<file path="src/hw/rtl/lrt_pkg.sv">
// Shared types and constants for the log-rank two-group statistic block.
package lrt_pkg;

  localparam int MAX_SUBJECTS = 1024;
  localparam int ADDR_W       = $clog2(MAX_SUBJECTS);
  localparam int CNT_W        = ADDR_W + 1;
  localparam int TIME_W       = 32;
  localparam int DIV_NUM_W    = 96;
  localparam int DIV_DEN_W    = 64;

  typedef struct packed {
    logic              group_b;
    logic [TIME_W-1:0] time_key;
    logic              event_req;
    logic              last;
  } lrt_in_t;

  typedef struct packed {
    logic signed [31:0] z_stat;
    logic [31:0]        chi_square;
    logic               degenerate;
  } lrt_out_t;

  typedef struct packed {
    logic [TIME_W-1:0] t;
    logic              g;
    logic              e;
  } lrt_entry_t;

endpackage

</file>
<file path="src/hw/rtl/lrt_div.sv">
// Restoring divider that produces one quotient bit per cycle.
module lrt_div import lrt_pkg::*; (
  input  logic                 clk,
  input  logic                 rst,
  input  logic                 start,
  input  logic [DIV_NUM_W-1:0] num,
  input  logic [DIV_DEN_W-1:0] den,
  output logic                 done,
  output logic [DIV_NUM_W-1:0] quo
);

  logic                 running;
  logic [6:0]           cnt;
  logic [DIV_DEN_W-1:0] rem;
  logic [DIV_DEN_W-1:0] den_r;
  logic [DIV_DEN_W:0]   shifted;
  logic [DIV_DEN_W:0]   diff;
  logic                 ge;

  assign shifted = {rem, quo[DIV_NUM_W-1]};
  assign ge      = shifted >= {1'b0, den_r};
  assign diff    = shifted - {1'b0, den_r};

  always_ff @(posedge clk) begin
    if (rst) begin
      running <= 1'b0;
      done    <= 1'b0;
      cnt     <= '0;
    end else begin
      done <= 1'b0;
      if (start) begin
        running <= 1'b1;
        cnt     <= '0;
      end else if (running) begin
        cnt <= cnt + 7'd1;
        if (cnt == 7'(DIV_NUM_W - 1)) begin
          running <= 1'b0;
          done    <= 1'b1;
        end
      end
    end
  end

  always_ff @(posedge clk) begin
    if (start) begin
      quo   <= num;
      rem   <= '0;
      den_r <= den;
    end else if (running) begin
      quo <= {quo[DIV_NUM_W-2:0], ge};
      rem <= ge ? diff[DIV_DEN_W-1:0] : shifted[DIV_DEN_W-1:0];
    end
  end

endmodule

</file>
<file path="config.mk">
export PLATFORM = sky130hd
export DESIGN_NAME = lrt_div
export DESIGN_NICKNAME = d
export VERILOG_FILES = /design/src/hw/rtl/lrt_pkg.sv /design/src/hw/rtl/lrt_div.sv
export SDC_FILE = /design/constraint.sdc
export NUM_CORES = 1
export LEC_CHECK = 0
export BUFFER_PORTS_ARGS = -buffer_cell sky130_fd_sc_hd__buf_2
export CORE_MARGIN = 4
export CORE_UTILIZATION = 40
export CTS_CLUSTER_SIZE = 20
export DETAILED_ROUTE_END_ITERATION = 6
export PLACE_DENSITY_LB_ADDON = 0.3
export SETUP_SLACK_MARGIN = 0.3
export SLEW_MARGIN = 10
export SYNTH_ARGS = -nofsm -noshare
export SYNTH_HDL_FRONTEND = slang
export SYNTH_SLANG_ARGS = --single-unit
</file>
<file path="constraint.sdc">
create_clock -name clk -period 9.38 [get_ports clk]
set_clock_uncertainty 0.05 [all_clocks]
set_input_delay 0.469 -clock clk [delete_from_list [all_inputs] [get_ports clk]]
set_output_delay 0.469 -clock clk [all_outputs]
set_load 0.1 [all_outputs]
</file>
==> results.sh <==
export IMPL_yosysWarnings=0
export IMPL_leakage_nw=6.57
export IMPL_htree_levels=1
export IMPL_netSwitchingPower_mw=1.20
export IMPL_critPathRequiredTime_ns=9.78
export IMPL_pwr_density_cell_mw_per_mm2=209
export IMPL_vias=10866
export IMPL_via_per_inst=5.36
export IMPL_synth_edf_count=160
export IMPL_syn_avg_cell_area_um2=10.1
export IMPL_end_kind="register"
export IMPL_rows=66
export IMPL_wl_per_cell_um=17.8
export IMPL_arrival_ns=4.56
export IMPL_synth_ff_type="edfxtp_1"
export IMPL_top_usage_layer="met2"
export IMPL_pin_count=260
export IMPL_io_buffers=259
export IMPL_die_area_mm2=0.0359
export IMPL_cp_slowest_cell="nor2_4"
export IMPL_core_area_mm2=0.0325
export IMPL_hp_class="input pin to register"
export IMPL_period_share=0.443
export IMPL_initial_utilization=0.405
export IMPL_slew_headroom=0.314
export IMPL_crit_family="compound AO/OA/AOI/OAI gates"
export IMPL_switching_share=0.359
export IMPL_yosysSeqAreaShare=0.476
export IMPL_cts_clk_slew_worst_paths_ns=0.06
export IMPL_worst_slew_pin_slew_ns=1.02
export IMPL_hold_violations=0
export IMPL_synth_seq_cells=233
export IMPL_use_met1=0.251
export IMPL_cp_num_buf_inv=2
export IMPL_critPathKind="register to register"
export IMPL_netlist_area_mm2=0.0132
export IMPL_worstPathMaxFanout=37
export IMPL_drv_cap=0
export IMPL_cts_max_path_buffers=3
export IMPL_grt_max_degree=77
export IMPL_met3_usage=0.0520
export IMPL_startpoint_type="register"
export IMPL_overflow=0
export IMPL_critPathMaxStageDelay_ns=0.77
export IMPL_wirelength_um=36000
export IMPL_die_h_um=189
export IMPL_first_iter_violations=828
export IMPL_met2_usage=0.327
export IMPL_hpwlAfterDp_um=26500
export IMPL_ys_types=71
export IMPL_clock_sinks=233
export IMPL_clk_latency_ns=0.59
export IMPL_max_freq_mhz=241
export IMPL_grt_usage=0.195
export IMPL_setup_viol=0
export IMPL_finalPower_mw=3.34
export IMPL_synthCells=1309
export IMPL_die_x_um=189
export IMPL_cts_tree="built"
export IMPL_layout_cells_non_filler=2028
export IMPL_slew_viol_final=0
export IMPL_synthArstFlopShare=0
export IMPL_fin_tns_setup_ns=0
export IMPL_fillerInstances=3096
export IMPL_whs_ns=0.0422
export IMPL_drtPass1Iterations=5
export IMPL_layout_drive_gt1_share=0.270
export IMPL_final_nets=1791
export IMPL_area_delta_synth_final_pct=21.4
export IMPL_fin_util=0.492
export IMPL_grt_pass1_vias=10801
export IMPL_gp_congestion=0.895
export IMPL_clock_root_buffer="clkbuf_16"
export IMPL_period_needed_ns=4.16
export IMPL_grt_pass1_wl_um=57300
export IMPL_rsz0062_at_grt="false"
export IMPL_internal_power_mw=2.14
export IMPL_dp_cells=1951
export IMPL_outcome="finished clean"
export IMPL_drcViolationCount=0
export IMPL_synth_nets=1538
export IMPL_cp_cell_sequence="inv_1, ha_1, a21oi_1, o21ai_1, a221oi_1, nand3_2, a31oi_4, or4_4, a211oi_4, nor2_4, buf_4, nand2_1, a311oi_1"
export IMPL_antenna_found_initial=2
export IMPL_pwr_share_clk=0.336
export IMPL_cts_buffers=28
export IMPL_seq_power_share=0.378
export IMPL_antenna_left=0
export IMPL_irDropWorstVdd_uv=143
export IMPL_combPwrFrac=0.286
==> stage by stage <==
| stage | instance area [um2] | setup WS (ns) |
|---|---|---|
| floorplan | 13200 | 5.48 |
| global placement | 14800 | 5.35 |
| detailed placement | 14800 | 5.27 |
| CTS | 16000 | 5.20 |
| global route | 16000 | 4.81 |
| finish | 16000 | 5.22 |
==> power by group through the flow <==
| stage | combinational [mW] | clock (mW) | sequential [mW] |
|---|---|---|---|
| final | 0.956 | 1.12 | 1.26 |
| after detailed placement | 0.944 | 0 | 1.28 |
| after CTS | 0.956 | 1.15 | 1.26 |
| after global routing | 1.03 | 1.20 | 1.27 |
| after global placement | 0.940 | 0 | 1.28 |
| after floorplan | 0.439 | 0 | 1.59 |
==> repair_timing <==
action | 4_1_cts | 5_1_grt
buffers inserted | 0 | 0
endpoints found under the hold margin | 23 | 0
hold buffers | 23 | 0
setup endpoints to repair | 0 | 0
gates resized for setup | 0 | 0
==> layer usage <==
layer	routed length, um	up-vias
li1	-	5280
met1	15400	5158
met2	17100	366
met3	2670	62
met4	839	0
met5	0	-
==> kinds of logic after synthesis <==
family / after synthesis / synth area share
adder cells (fa/ha/maj): 66 / 0.0633
multiplexers: 103 / 0.0874
buffers and inverters: 160 / 0.0482
flip-flops: 233 / 0.476
AO/OA/AOI/OAI: 328 / 0.164
XOR/XNOR: 60 / 0.0399
AND/OR/NAND/NOR: 359 / 0.122
==> cell usage after synthesis (45+ instances only) <==
cell type	number	area, um2
nand2_1	163	612
edfxtp_1	160	4800
a21oi_1	111	556
nor2_1	98	368
mux2_2	96	1080
inv_1	94	353
dfxtp_1	73	1460
ha_1	65	813
clkbuf_1	53	199
o21ai_0	48	240
a311oi_1	45	394
xnor2_1	45	394
==> registers in the layout, indices dropped and copies added (netlist names) <==
signal / flops
done: 1
quo: 96
cnt: 7
den_r: 64
rem: 64
running: 1
==> cell type report <==
cell class | count | area [um2] | area share
multi-input cells | 916 | 6280 | 0.393
flip-flops and latches | 233 | 6270 | 0.392
repair buffers | 288 | 1580 | 0.0988
clock buffers | 34 | 723 | 0.0452
well taps | 442 | 553 | 0.0346
inverters | 95 | 358 | 0.0224
clock inverters | 18 | 224 | 0.0140
diodes | 2 | 5.00 | 0.000313
==> worst reg2reg max path, stage by stage, from the launching register on <==
cell and delay [ns]:
edfxtp_1 0.37, inv_1 0.08, ha_1 0.30, a21oi_1 0.24, o21ai_1 0.10, a221oi_1 0.53, nand3_2 0.20, a31oi_4 0.29
or4_4 0.21, a211oi_4 0.09, nor2_4 0.77, buf_4 0.45, nand2_1 0.10, a311oi_1 0.25
==> worst paths after layout <==
kind                                           start              endpoint  slack (ns)  cells after the start
worst max-delay path             den_r[10]$_DFFE_PP_  rem[53]$_SDFFE_PP0P_        5.22                     13
worst min-delay path                          den[6]    den_r[6]$_DFFE_PP_        0.04                      1
worst max register to register   den_r[10]$_DFFE_PP_  rem[53]$_SDFFE_PP0P_        5.22                     13
worst min register to register  rem[40]$_SDFFE_PP0P_  rem[40]$_SDFFE_PP0P_        0.42                      2
==> cell usage in the layout (no fill, tap or decap), types with 20 or more instances in the layout <==
cell and instances:
mux2_2 96, a21o_1 21, a21oi_1 111, xnor2_1 45, edfxtp_1 160, nor2_1 97
inv_1 93, ha_1 65, buf_2 258, o21ai_0 48, nand2_1 163, nand4_1 20
a311oi_1 45, dfxtp_1 72, dlygate4sd3_1 23, clkbuf_16 28
Power figures use the tool's default switching activity.
