### config.mk
export PLATFORM = sky130hd
export DESIGN_NAME = lrt_sqrt
export DESIGN_NICKNAME = d
export VERILOG_FILES = /design/src/hw/rtl/lrt_pkg.sv /design/src/hw/rtl/lrt_sqrt.sv
export SDC_FILE = /design/constraint.sdc
export NUM_CORES = 1
export LEC_CHECK = 0
export ABC_AREA = 1
export BUFFER_PORTS_ARGS = -buffer_cell sky130_fd_sc_hd__buf_4
export CAP_MARGIN = 20
export CORE_ASPECT_RATIO = 1.1
export CORE_MARGIN = 2
export CORE_UTILIZATION = 35
export CTS_CLUSTER_DIAMETER = 40
export CTS_CLUSTER_SIZE = 10
export DETAILED_ROUTE_END_ITERATION = 6
export RECOVER_POWER = 50
export SYNTH_ARGS = -nofsm -noshare
export SYNTH_HDL_FRONTEND = slang
export SYNTH_SLANG_ARGS = --single-unit
### constraint.sdc
create_clock -name clk -period 4.25 [get_ports clk]
set_input_delay 0.425 -clock clk [delete_from_list [all_inputs] [get_ports clk]]
set_output_delay 0.425 -clock clk [all_outputs]
set_load 0.01 [all_outputs]
### src/hw/rtl/lrt_pkg.sv
// Shared types and constants for the log-rank two-group statistic block.
package lrt_pkg;

  localparam int MAX_SUBJECTS = 1024;
  localparam int ADDR_W       = $clog2(MAX_SUBJECTS);
  localparam int CNT_W        = ADDR_W + 1;
  localparam int TIME_W       = 32;
  localparam int DIV_NUM_W    = 96;
  localparam int DIV_DEN_W    = 64;

  typedef struct packed {
    logic              group_b;
    logic [TIME_W-1:0] time_key;
    logic              event_req;
    logic              last;
  } lrt_in_t;

  typedef struct packed {
    logic signed [31:0] z_stat;
    logic [31:0]        chi_square;
    logic               degenerate;
  } lrt_out_t;

  typedef struct packed {
    logic [TIME_W-1:0] t;
    logic              g;
    logic              e;
  } lrt_entry_t;

endpackage

### src/hw/rtl/lrt_sqrt.sv
// Digit-by-digit integer square root, one root bit per cycle.
module lrt_sqrt import lrt_pkg::*; (
  input  logic        clk,
  input  logic        rst,
  input  logic        start,
  input  logic [63:0] x,
  output logic        done,
  output logic [31:0] root
);

  logic        running;
  logic [4:0]  cnt;
  logic [63:0] xs;
  logic [33:0] rem;
  logic [33:0] cur;
  logic [33:0] trial;
  logic        ge;

  assign cur   = {rem[31:0], xs[63:62]};
  assign trial = {root, 2'b01};
  assign ge    = cur >= trial;

  always_ff @(posedge clk) begin
    if (rst) begin
      running <= 1'b0;
      done    <= 1'b0;
      cnt     <= '0;
    end else begin
      done <= 1'b0;
      if (start) begin
        running <= 1'b1;
        cnt     <= '0;
      end else if (running) begin
        cnt <= cnt + 5'd1;
        if (cnt == 5'd31) begin
          running <= 1'b0;
          done    <= 1'b1;
        end
      end
    end
  end

  always_ff @(posedge clk) begin
    if (start) begin
      xs   <= x;
      rem  <= '0;
      root <= '0;
    end else if (running) begin
      xs   <= {xs[61:0], 2'b00};
      rem  <= ge ? cur - trial : cur;
      root <= {root[30:0], ge};
    end
  end

endmodule

==> key figures, run 1 <==
Global route
  – Met3 Resource Use GR: 3.28%
  – Top Usage Layer GRT: met2
  – GR Util All Layers: 17.8%
  – Met1 usage: 23.9%
  – Met2 GRT Util: 29.7%
  – Vias in the first global route: 6906
  – First-pass GRT wire length: 34300 µm
  – Number of antenna violations at the first check in global routing: 0
  – Total grt overflow: 0
  – Largest net degree at the start of global routing: 53

Floorplan
  – Row count: 57
  – Die area: 24000 µm²
  – Die span in x: 148 µm
  – Core area: 22300 µm²
  – Die Y: 162 µm
  – I/O pin count: 100
  – Starting density of the core: 35.9%

Synth
  – FF+latch count, synth: 135
  – Async SR Flop Fraction: 0%
  – Mapped cell area: 7990 µm²
  – Sequential-to-total area share from yosys stat: 41.9%
  – Netlist cell types: 40
  – Post-synth EDFFs: 64
  – Synth warnings: 0
  – Syn Inst Count: 1141
  – Syn Nets: 1244
  – Syn Area/Cell: 7.00 µm²
  – Dominant synthesized flop cell: dfxtp_1

Critical path
  – Crit-path cells: buf_4, inv_1, clkbuf_1, nand2_1, nand2_1
  – Req. time, crit path: 4550 ps
  – Largest stage delay, worst path: 1230 ps
  – Slowest stage cell, crit path: inv_1
  – Crit path top cell by count: nand2_1
  – Worst r2r path cells: 11
  – CP Capture Type: register
  – Type of the worst setup path: primary input to register
  – Critical Path Fanout Max: 52
  – CP arrival: 2900 ps
  – Startpoint types: primary input

Timing
  – Final worst-path cycle share: 61.2%
  – RSZ-0062 raised after global routing: false
  – Setup violators final: 0
  – Actual slew at the worst max-slew pin: 1640 ps
  – Max Clock Freq: 0.384 GHz
  – Final Max Slew Viols: 89
  – Setup tns final: 0 ps
  – Worst Skew: 14.5 ps
  – Fin Hold WS: 167 ps
  – Min Tclk post-route: 2600 ps
  – Worst slew margin: -9.21%
  – Final count of hold timing violations: 0

Clocking
  – Post-CTS Hold Buffers: 0
  – Worst-path clk slew: 70 ps
  – TritonCTS clock tree: built
  – PostCTS Resize Cnt: 0
  – Clock Sink Count: 135
  – CTS buffer count: 17
  – Longest Clk Path Bufs: 2
  – H-tree depth: 4
  – Post-CTS Setup Bufs: 0
  – Skew-Pair Late Insertion Delay: 430 ps
  – Clock root buffer master: clkbuf_16

Run status
  – Outcome: finished, violations left
  – Failing checks: capacitance limit, slew limit

Power and ir drop
  – Power Dens Cells: 660 nW/µm²
  – Clk pwr share: 24.1%
  – Internal power: 0.00336 W
  – Switching Fraction: 46.3%
  – Sw power: 0.00289 W
  – Leak: 4.68 nW
  – Comb pwr share: 50.4%
  – Peak VDD IR: 0.340 mV
  – Seq pwr share: 25.6%

Place
  – Port buffer count: 99
  – GPL Wtd Cong: 0.918
  – DP Wirelength: 15500 µm

Worst hold path
  – Worst hold path type: primary input to register
  – Hold path cells: 2

Final layout
  – # diodes: 0
  – Area added between synthesis and finish: 18.5%
  – Commonest cells after routing, fill and taps aside: 456 x nand2_1, 152 x inv_1, 76 x nor2_1
  – Layout Nets: 1333
  – Layout cell share with drive strength beyond 1: 10.2%
  – Commonest non-fill, non-tap cell in the layout: nand2_1

Detailed routing
  – Vias/cell: 4.77
  – WL per Instance: 13.6 µm
  – DRT iter0 DRCs: 402
  – Via Count: 7331
  – # DRC: 0
  – TritonRoute pass-1 iters: 5
  – Drt total wl: 20900 µm
  – Post-route ant nets: 0

Flow run
  – Max Cap Violations: 2
through the flow:
step / setup slack, ps / instance area [µm²] / cells / utilization, % / power (W)
final: 1650 / 9470 / 1538 / 42.5 / 0.00625
after global routing: 1310 / 9470 / 1538 / 42.5 / 0.00677
after CTS: 1780 / 9570 / 1537 / 43.0 / 0.00626
after detailed placement: 1770 / 8970 / 1505 / 40.3 / 0.00473
after global placement: 1810 / 8970 / 1505 / 40.3 / 0.00472
after floorplan: 964 / 7990 / 1141 / - / 0.00404
Yosys cell counts (2+ instances only):
master | number | area [µm²]
or2_1 | 8 | 50.1
o22ai_1 | 31 | 194
nand2_1 | 456 | 1710
nor2_1 | 76 | 285
nand3_2 | 2 | 20.0
nand4_1 | 10 | 62.6
buf_1 | 2 | 7.51
o21a_1 | 4 | 30.0
nor3_1 | 8 | 40.0
a21oi_1 | 52 | 260
clkbuf_1 | 28 | 105
o21ai_1 | 2 | 10.0
inv_2 | 4 | 15.0
edfxtp_1 | 64 | 1920
nor2_2 | 5 | 31.3
nand3_1 | 73 | 365
or2_2 | 3 | 18.8
o21bai_1 | 3 | 22.5
inv_1 | 152 | 571
a31oi_1 | 2 | 12.5
dfxtp_1 | 71 | 1420
nand2_2 | 4 | 25.0
buf_6 | 5 | 56.3
a21boi_0 | 4 | 30.0
a21boi_1 | 6 | 45.0
o21ai_0 | 15 | 75.1
nand3b_1 | 3 | 22.5
ha_1 | 36 | 450
worst paths after layout:
check                           slack (ps)      end  startpoint
worst min register to register         460  rem[30]     rem[30]
worst max register to register        1750   rem[3]    root[21]
worst min-delay path                   170  running         rst
worst max-delay path                  1650   xs[33]       start
registers in the layout, summed over array words and instances, names as in the netlist:
name	cells
rem	32
running	1
done	1
xs	64
cnt	5
root	32
area by class of cell:
class	count	area (µm²)
fillers	2380	12800
multi-input cells	814	3880
flip-flops and latches	135	3340
repair buffers	106	684
inverters	156	587
clock buffers	17	425
well taps	295	369
clock inverters	15	171
metal layers:
layer / up-vias / wire (µm) / part of all wire, %
met5: - / 0 / 0
met4: 0 / 340 / 1.6
met3: 26 / 1010 / 4.8
met2: 194 / 9610 / 46
met1: 3292 / 9960 / 48
li1: 3819 / - / -
power groups by stage:
stage          clock (W)  combinational, W  sequential (W)
3_5_place_dp           0           0.00311         0.00162
3_3_place_gp           0           0.00310         0.00162
4_1_cts          0.00153           0.00313         0.00160
2_1_floorplan          0           0.00244         0.00160
5_1_grt          0.00159           0.00357         0.00161
6_report         0.00150           0.00315         0.00160
worst max-delay path, delay by kind of cell:
kind,cells,cell delay (ps)
buffers and inverters,3,2210
AND/OR/NAND/NOR,2,250
cells by family (layout without fill, tap and decap cells):
logic type,Yosys count,in the layout,share of synthesized area (%)
DFF,135,135,41.9
adders and majority gates,36,36,5.64
AOI/OAI and AO/OA,124,124,9.10
buffers and inverters,192,294,9.51
and+or+nand+nor,654,654,33.9
Power figures use the tool's default switching activity.
==> run 2: changes to the inputs <==
==> constraint.sdc (replaced) <==
create_clock -name clk -period 2.19 [get_ports clk]
set_input_delay 0.219 -clock clk [delete_from_list [all_inputs] [get_ports clk]]
set_output_delay 0.219 -clock clk [all_outputs]
set_load 0.01 [all_outputs]
==> run 2 against run 1 <==
The run now ends clean; critical path depth grew 7; global-route usage grew 1.7 points; cell count grew 7.3%; wire length grew 13%; core utilization grew 7.2 points; sequential power grew 96%; register-to-register slack lost 1700 ps; worst hold slack lost 120 ps; non-clock buffer count grew 111; setup slack lost 1600 ps; via count grew 8.7%.
==> key figures, run 2 (synthesis results as in run 1) <==
Critical path
  – Crit path depth: 12
  – Crit-path leading delay family: compound AO/OA/AOI/OAI gates
  – CP Capture Type: register
  – CP bufs+invs: 2
  – CP arrival: 2400 ps
  – Type of the worst setup path: register to register
  – Internal reg-to-reg setup slack: 70 ps
  – Critical R2R Capture: rem[16]
  – Slowest stage cell, crit path: dfxtp_1
  – Req. time, crit path: 2470 ps
  – Startpoint types: register
  – Worst Setup EP: rem[16]
  – Reg-to-Reg Start: root[11]
  – Critical Path Fanout Max: 8
  – Crit-path cells: inv_1, ha_4, nand2_1, nand2_1, o21bai_2, a21oi_2, nand2_4, nand2_8, nand2_8, buf_4, a21boi_1, a21oi_1
  – Worst r2r path cells: 12
  – Largest stage delay, worst path: 330 ps
  – CP Launch Point: root[11]

Clocking
  – Worst-path clk slew: 70 ps
  – Clock Sink Count: 135
  – H-tree depth: 4
  – Longest Clk Path Bufs: 2
  – Skew-Pair Late Insertion Delay: 430 ps
  – CTS buffer count: 17
  – Clock root buffer master: clkbuf_16
  – TritonCTS clock tree: built

Global route
  – First-pass GRT wire length: 37800 µm
  – Number of antenna violations at the first check in global routing: 0
  – GR Util All Layers: 19.5%
  – Largest net degree at the start of global routing: 80
  – Vias in the first global route: 7734
  – Total grt overflow: 0

Timing
  – Fin Hold WS: 45.1 ps
  – Final worst-path cycle share: 96.7%
  – Final count of hold timing violations: 0
  – Final Max Slew Viols: 0
  – Worst slew margin: 37.5%
  – Max Clock Freq: 0.472 GHz
  – Worst Skew: 7.85 ps
  – Min Tclk post-route: 2120 ps
  – Actual slew at the worst max-slew pin: 938 ps
  – RSZ-0062 raised after global routing: true
  – Setup violators final: 0

Final layout
  – Commonest non-fill, non-tap cell in the layout: nand2_1
  – Layout Nets: 1446
  – Area added between synthesis and finish: 38.7%
  – Non-Filler Instances: 1651
  – Final core utilization: 49.8%
  – Largest register FFs: 64
  – Layout cell share with drive strength beyond 1: 26.9%
  – Fillers: 2241
  – Commonest cells after routing, fill and taps aside: 427 x nand2_1, 185 x buf_4, 142 x inv_1
  – # diodes: 0
  – Top flop regs: xs (64), rem (32), root (32)
  – Largest Register: xs

Place
  – Placed Cells: 1611
  – DP Wirelength: 16800 µm
  – Port buffer count: 99
  – GPL Wtd Cong: 0.974

Detailed routing
  – Post-route ant nets: 0
  – Vias/cell: 4.83
  – WL per Instance: 14.3 µm
  – DRT iter0 DRCs: 537
  – # DRC: 0
  – Via Count: 7972
  – TritonRoute pass-1 iters: 5
  – Drt total wl: 23600 µm

Power and ir drop
  – Leak: 5.34 nW
  – Power Dens Cells: 1290 nW/µm²
  – Total chip power: 0.0143 W
  – Peak VDD IR: 0.670 mV

Floorplan
  – Die span in x: 148 µm
  – Core area: 22300 µm²
  – Die Y: 162 µm
  – Die area: 24000 µm²
  – Starting density of the core: 35.9%
  – I/O pin count: 100
  – Row count: 57

Run status
  – Outcome: finished, final reports clean

Worst hold path
  – Worst hold path type: primary input to register

Flow run
  – Max Cap Violations: 0
## run 2: cell count changes in the layout (fill, tap and decap cells not counted), sizes merged, moves of 2 or more
cell,before,now
buf,71,190
clkbuf,52,43
nand2,462,464
clkinv,2,4
## run 2: worst min-delay path by stage
stage                     cells past startpoint  slack, ps  startpoint  endpoint
after CTS                                     3         30        x[1]     xs[1]
after global placement                        2        400         rst   running
after floorplan                               1        300         rst   running
final                                         3         50        x[1]     xs[1]
after global routing                          3         40       x[42]    xs[42]
after detailed placement                      2        400         rst   running
## run 2: layout make-up
cell class                      count  area, µm²  area share, %
Multi-Input combinational cell    816       4580           41.4
Inverter                          156        589           5.32
Clock inverter                     15        176           1.59
Tap cell                          295        369           3.33
Sequential cell                   135       3350           30.3
Clock buffer                       17        425           3.84
Timing Repair Buffer              217       1580           14.3
## run 2: routing by layer
layer | track usage (%) | vias to the layer above | part of all wire [%]
met4 | 5.76 | 0 | 1.9
met3 | 3.61 | 40 | 5.2
met1 | 24.7 | 3642 | 44
met5 | 0 | - | 0
li1 | - | 4046 | -
met2 | 34.1 | 244 | 49
## run 2: what timing repair did
action | 4_1_cts | 5_1_grt
gates cloned | 2 | 0
hold buffers | 1 | 0
endpoints found under the setup margin | 15 | 33
pin swaps | 5 | 27
buffers inserted | 1 | 4
gates resized for setup | 5 | 134
hold endpoints to repair | 1 | 0
## run 2: per-stage QoR
step           TNS [ps]  area (µm²)  setup slack [ps]
5_1_grt            -619       11100             -61.7
3_3_place_gp       -126        9810             -14.7
3_5_place_dp      -1110        9810             -96.4
2_1_floorplan         0        7990              77.4
4_1_cts               0       10500             0.535
6_report              0       11100              71.2
## run 2: worst reg2reg max path, delay by kind of cell (launching register included)
family	cells	cell delay, ps
AOI/OAI and AO/OA	4	680
DFF	1	330
and+or+nand+nor	5	460
adders and majority gates	1	260
buffers and inverters	2	240
## run 2: report_power, final
part / internal (W) / switching, W
sequential: 0.00294 / 0.000192
clock: 0.00164 / 0.00133
combinational: 0.00322 / 0.00499
total: 0.00780 / 0.00651
==> run 3: changes to the inputs <==
--- a/config.mk
+++ b/config.mk
@@ -10,10 +10,11 @@
 export CAP_MARGIN = 20
 export CORE_ASPECT_RATIO = 1.1
 export CORE_MARGIN = 2
-export CORE_UTILIZATION = 35
+export CORE_UTILIZATION = 44
 export CTS_CLUSTER_DIAMETER = 40
 export CTS_CLUSTER_SIZE = 10
 export DETAILED_ROUTE_END_ITERATION = 6
+export PLACE_DENSITY = 0.66
 export RECOVER_POWER = 50
 export SYNTH_ARGS = -nofsm -noshare
 export SYNTH_HDL_FRONTEND = slang
==> run 3 against run 2 <==
The run now ends with DRC left; first-iteration DRC count down 0.37%; count of clock-buffer cells in the layout unchanged; wire length fell by 2.9%; critical path type unchanged; largest power group unchanged.
==> key figures, run 3 (synthesis results as in run 1) <==
Timing
  – Final Max Slew Viols: 0
  – Actual slew at the worst max-slew pin: 704 ps
  – Worst slew margin: 53.0%
  – Final count of hold timing violations: 0
  – RSZ-0062 raised after global routing: true
  – Setup tns final: 0 ps
  – Setup violators final: 0
  – Min Tclk post-route: 2120 ps
  – Final worst-path cycle share: 96.6%
  – Worst Skew: 9.34 ps
  – Max Clock Freq: 0.473 GHz

Final layout
  – Largest Register: xs
  – Final core utilization: 62.4%
  – Commonest cells after routing, fill and taps aside: 424 x nand2_1, 207 x buf_4, 140 x inv_1
  – Layout cell share with drive strength beyond 1: 29.0%
  – Top flop regs: xs (64), rem (32), root (32)
  – Largest register FFs: 64
  – Layout Nets: 1460
  – Commonest non-fill, non-tap cell in the layout: nand2_1
  – Fillers: 1706
  – # diodes: 0
  – Area added between synthesis and finish: 38.6%
  – Non-Filler Instances: 1608

Global route
  – Vias in the first global route: 7853
  – First-pass GRT wire length: 36800 µm
  – GR Util All Layers: 23.6%
  – Total grt overflow: 0
  – Number of antenna violations at the first check in global routing: 0
  – Largest net degree at the start of global routing: 67

Detailed routing
  – WL per Instance: 14.2 µm
  – Vias/cell: 5.03
  – Post-route ant nets: 0
  – Drt total wl: 22900 µm
  – TritonRoute pass-1 iters: 7
  – # DRC: 15
  – DRT iter0 DRCs: 535
  – Via Count: 8095

Power and ir drop
  – Peak VDD IR: 0.772 mV
  – Total chip power: 0.0143 W
  – Leak: 5.45 nW
  – Comb pwr share: 58.8%
  – Clk pwr share: 19.2%
  – Power Dens Cells: 1290 nW/µm²
  – Internal power: 0.00787 W
  – Sw power: 0.00644 W
  – Seq pwr share: 21.9%
  – Switching Fraction: 45.0%

Critical path
  – Req. time, crit path: 2510 ps
  – Crit-path cells: inv_1, ha_1, nand2_2, nor2_1, nor2_2, a21oi_4, nor2_8, nand2_4, or2_1, nand3_1, nand2_1
  – Type of the worst setup path: register to register
  – Largest stage delay, worst path: 320 ps
  – Slowest stage cell, crit path: dfxtp_1
  – Critical Path Fanout Max: 13
  – CP Capture Type: register
  – Startpoint types: register
  – CP arrival: 2440 ps

Run status
  – Outcome: finished, violations left
  – Failing checks: DRC

Floorplan
  – Row count: 51
  – Core area: 17700 µm²
  – I/O pin count: 100
  – Die Y: 145 µm
  – Die span in x: 132 µm
  – Starting density of the core: 45.0%
  – Die area: 19200 µm²

Place
  – Placed Cells: 1563
  – GPL Wtd Cong: 0.957
  – Port buffer count: 99
  – DP Wirelength: 16500 µm

Clocking
  – Worst-path clk slew: 60 ps
  – Longest Clk Path Bufs: 2
  – CTS buffer count: 17
  – Clock root buffer master: clkbuf_16
  – Clock Sink Count: 135
  – Skew-Pair Late Insertion Delay: 430 ps
  – TritonCTS clock tree: built
  – H-tree depth: 4

Flow run
  – Max Cap Violations: 0

Worst hold path
  – Worst hold path type: primary input to register
-- run 3: final cells by class --
| cell class | count | area, µm² | share of cell area [%] |
|---|---|---|---|
| Clock inverter | 15 | 134 | 1.21 |
| Timing Repair Buffer | 232 | 1750 | 15.8 |
| Clock buffer | 17 | 425 | 3.84 |
| Tap cell | 238 | 298 | 2.69 |
| Inverter | 156 | 589 | 5.32 |
| Sequential cell | 135 | 3370 | 30.4 |
| Multi-Input combinational cell | 815 | 4510 | 40.7 |
-- run 3: worst max-delay path, delay by kind of cell, from the launching register on --
kind	cells	cell delay (ps)
buffers and inverters	1	70
AO/OA/AOI/OAI	1	110
adder cells (fa/ha/maj)	1	320
AND/OR/NAND/NOR	8	1200
flip-flops	1	320
-- run 3: power by group through the flow --
stage                     registers, W  logic (W)  clock network [W]
after global routing           0.00316    0.00926            0.00291
after CTS                      0.00309    0.00753            0.00279
after detailed placement       0.00313    0.00716                  0
after floorplan                0.00310    0.00473                  0
final                          0.00314    0.00841            0.00275
after global placement         0.00312    0.00708                  0
-- run 3: routing by layer --
metal	vias up	GRT usage, %	share of wire, %
met2	285	38.7	47
met4	0	10.6	3.6
met5	-	0	0
li1	4090	-	-
met1	3664	30.2	43
met3	56	4.58	6.2
-- run 3: timing repair --
item | 4_1_cts | 5_1_grt
buffers inserted | 3 | 8
gates resized for setup | 27 | 118
hold buffers | 1 | 0
endpoints found under the setup margin | 21 | 33
pin swaps | 14 | 34
gates cloned | 1 | 0
hold endpoints to repair | 1 | 0
-- run 3: final timing paths --
kind | to | depth (start not counted) | start | slack [ps]
min reg2reg | rem[31] | 2 | rem[31] | 470
min | xs[1] | 3 | x[1] | 50
max | rem[29] | 11 | root[22] | 70
max reg2reg | rem[29] | 11 | root[22] | 70
-- run 3: through the flow --
stage	instance area, µm²	worst slack (ps)	hold WS (ps)
5_1_grt	11100	-70.3	41.0
2_1_floorplan	7990	77.4	297
4_1_cts	10600	1.07	41.5
3_3_place_gp	9840	-22.0	394
6_report	11100	74.1	49.0
3_5_place_dp	9840	-53.2	398
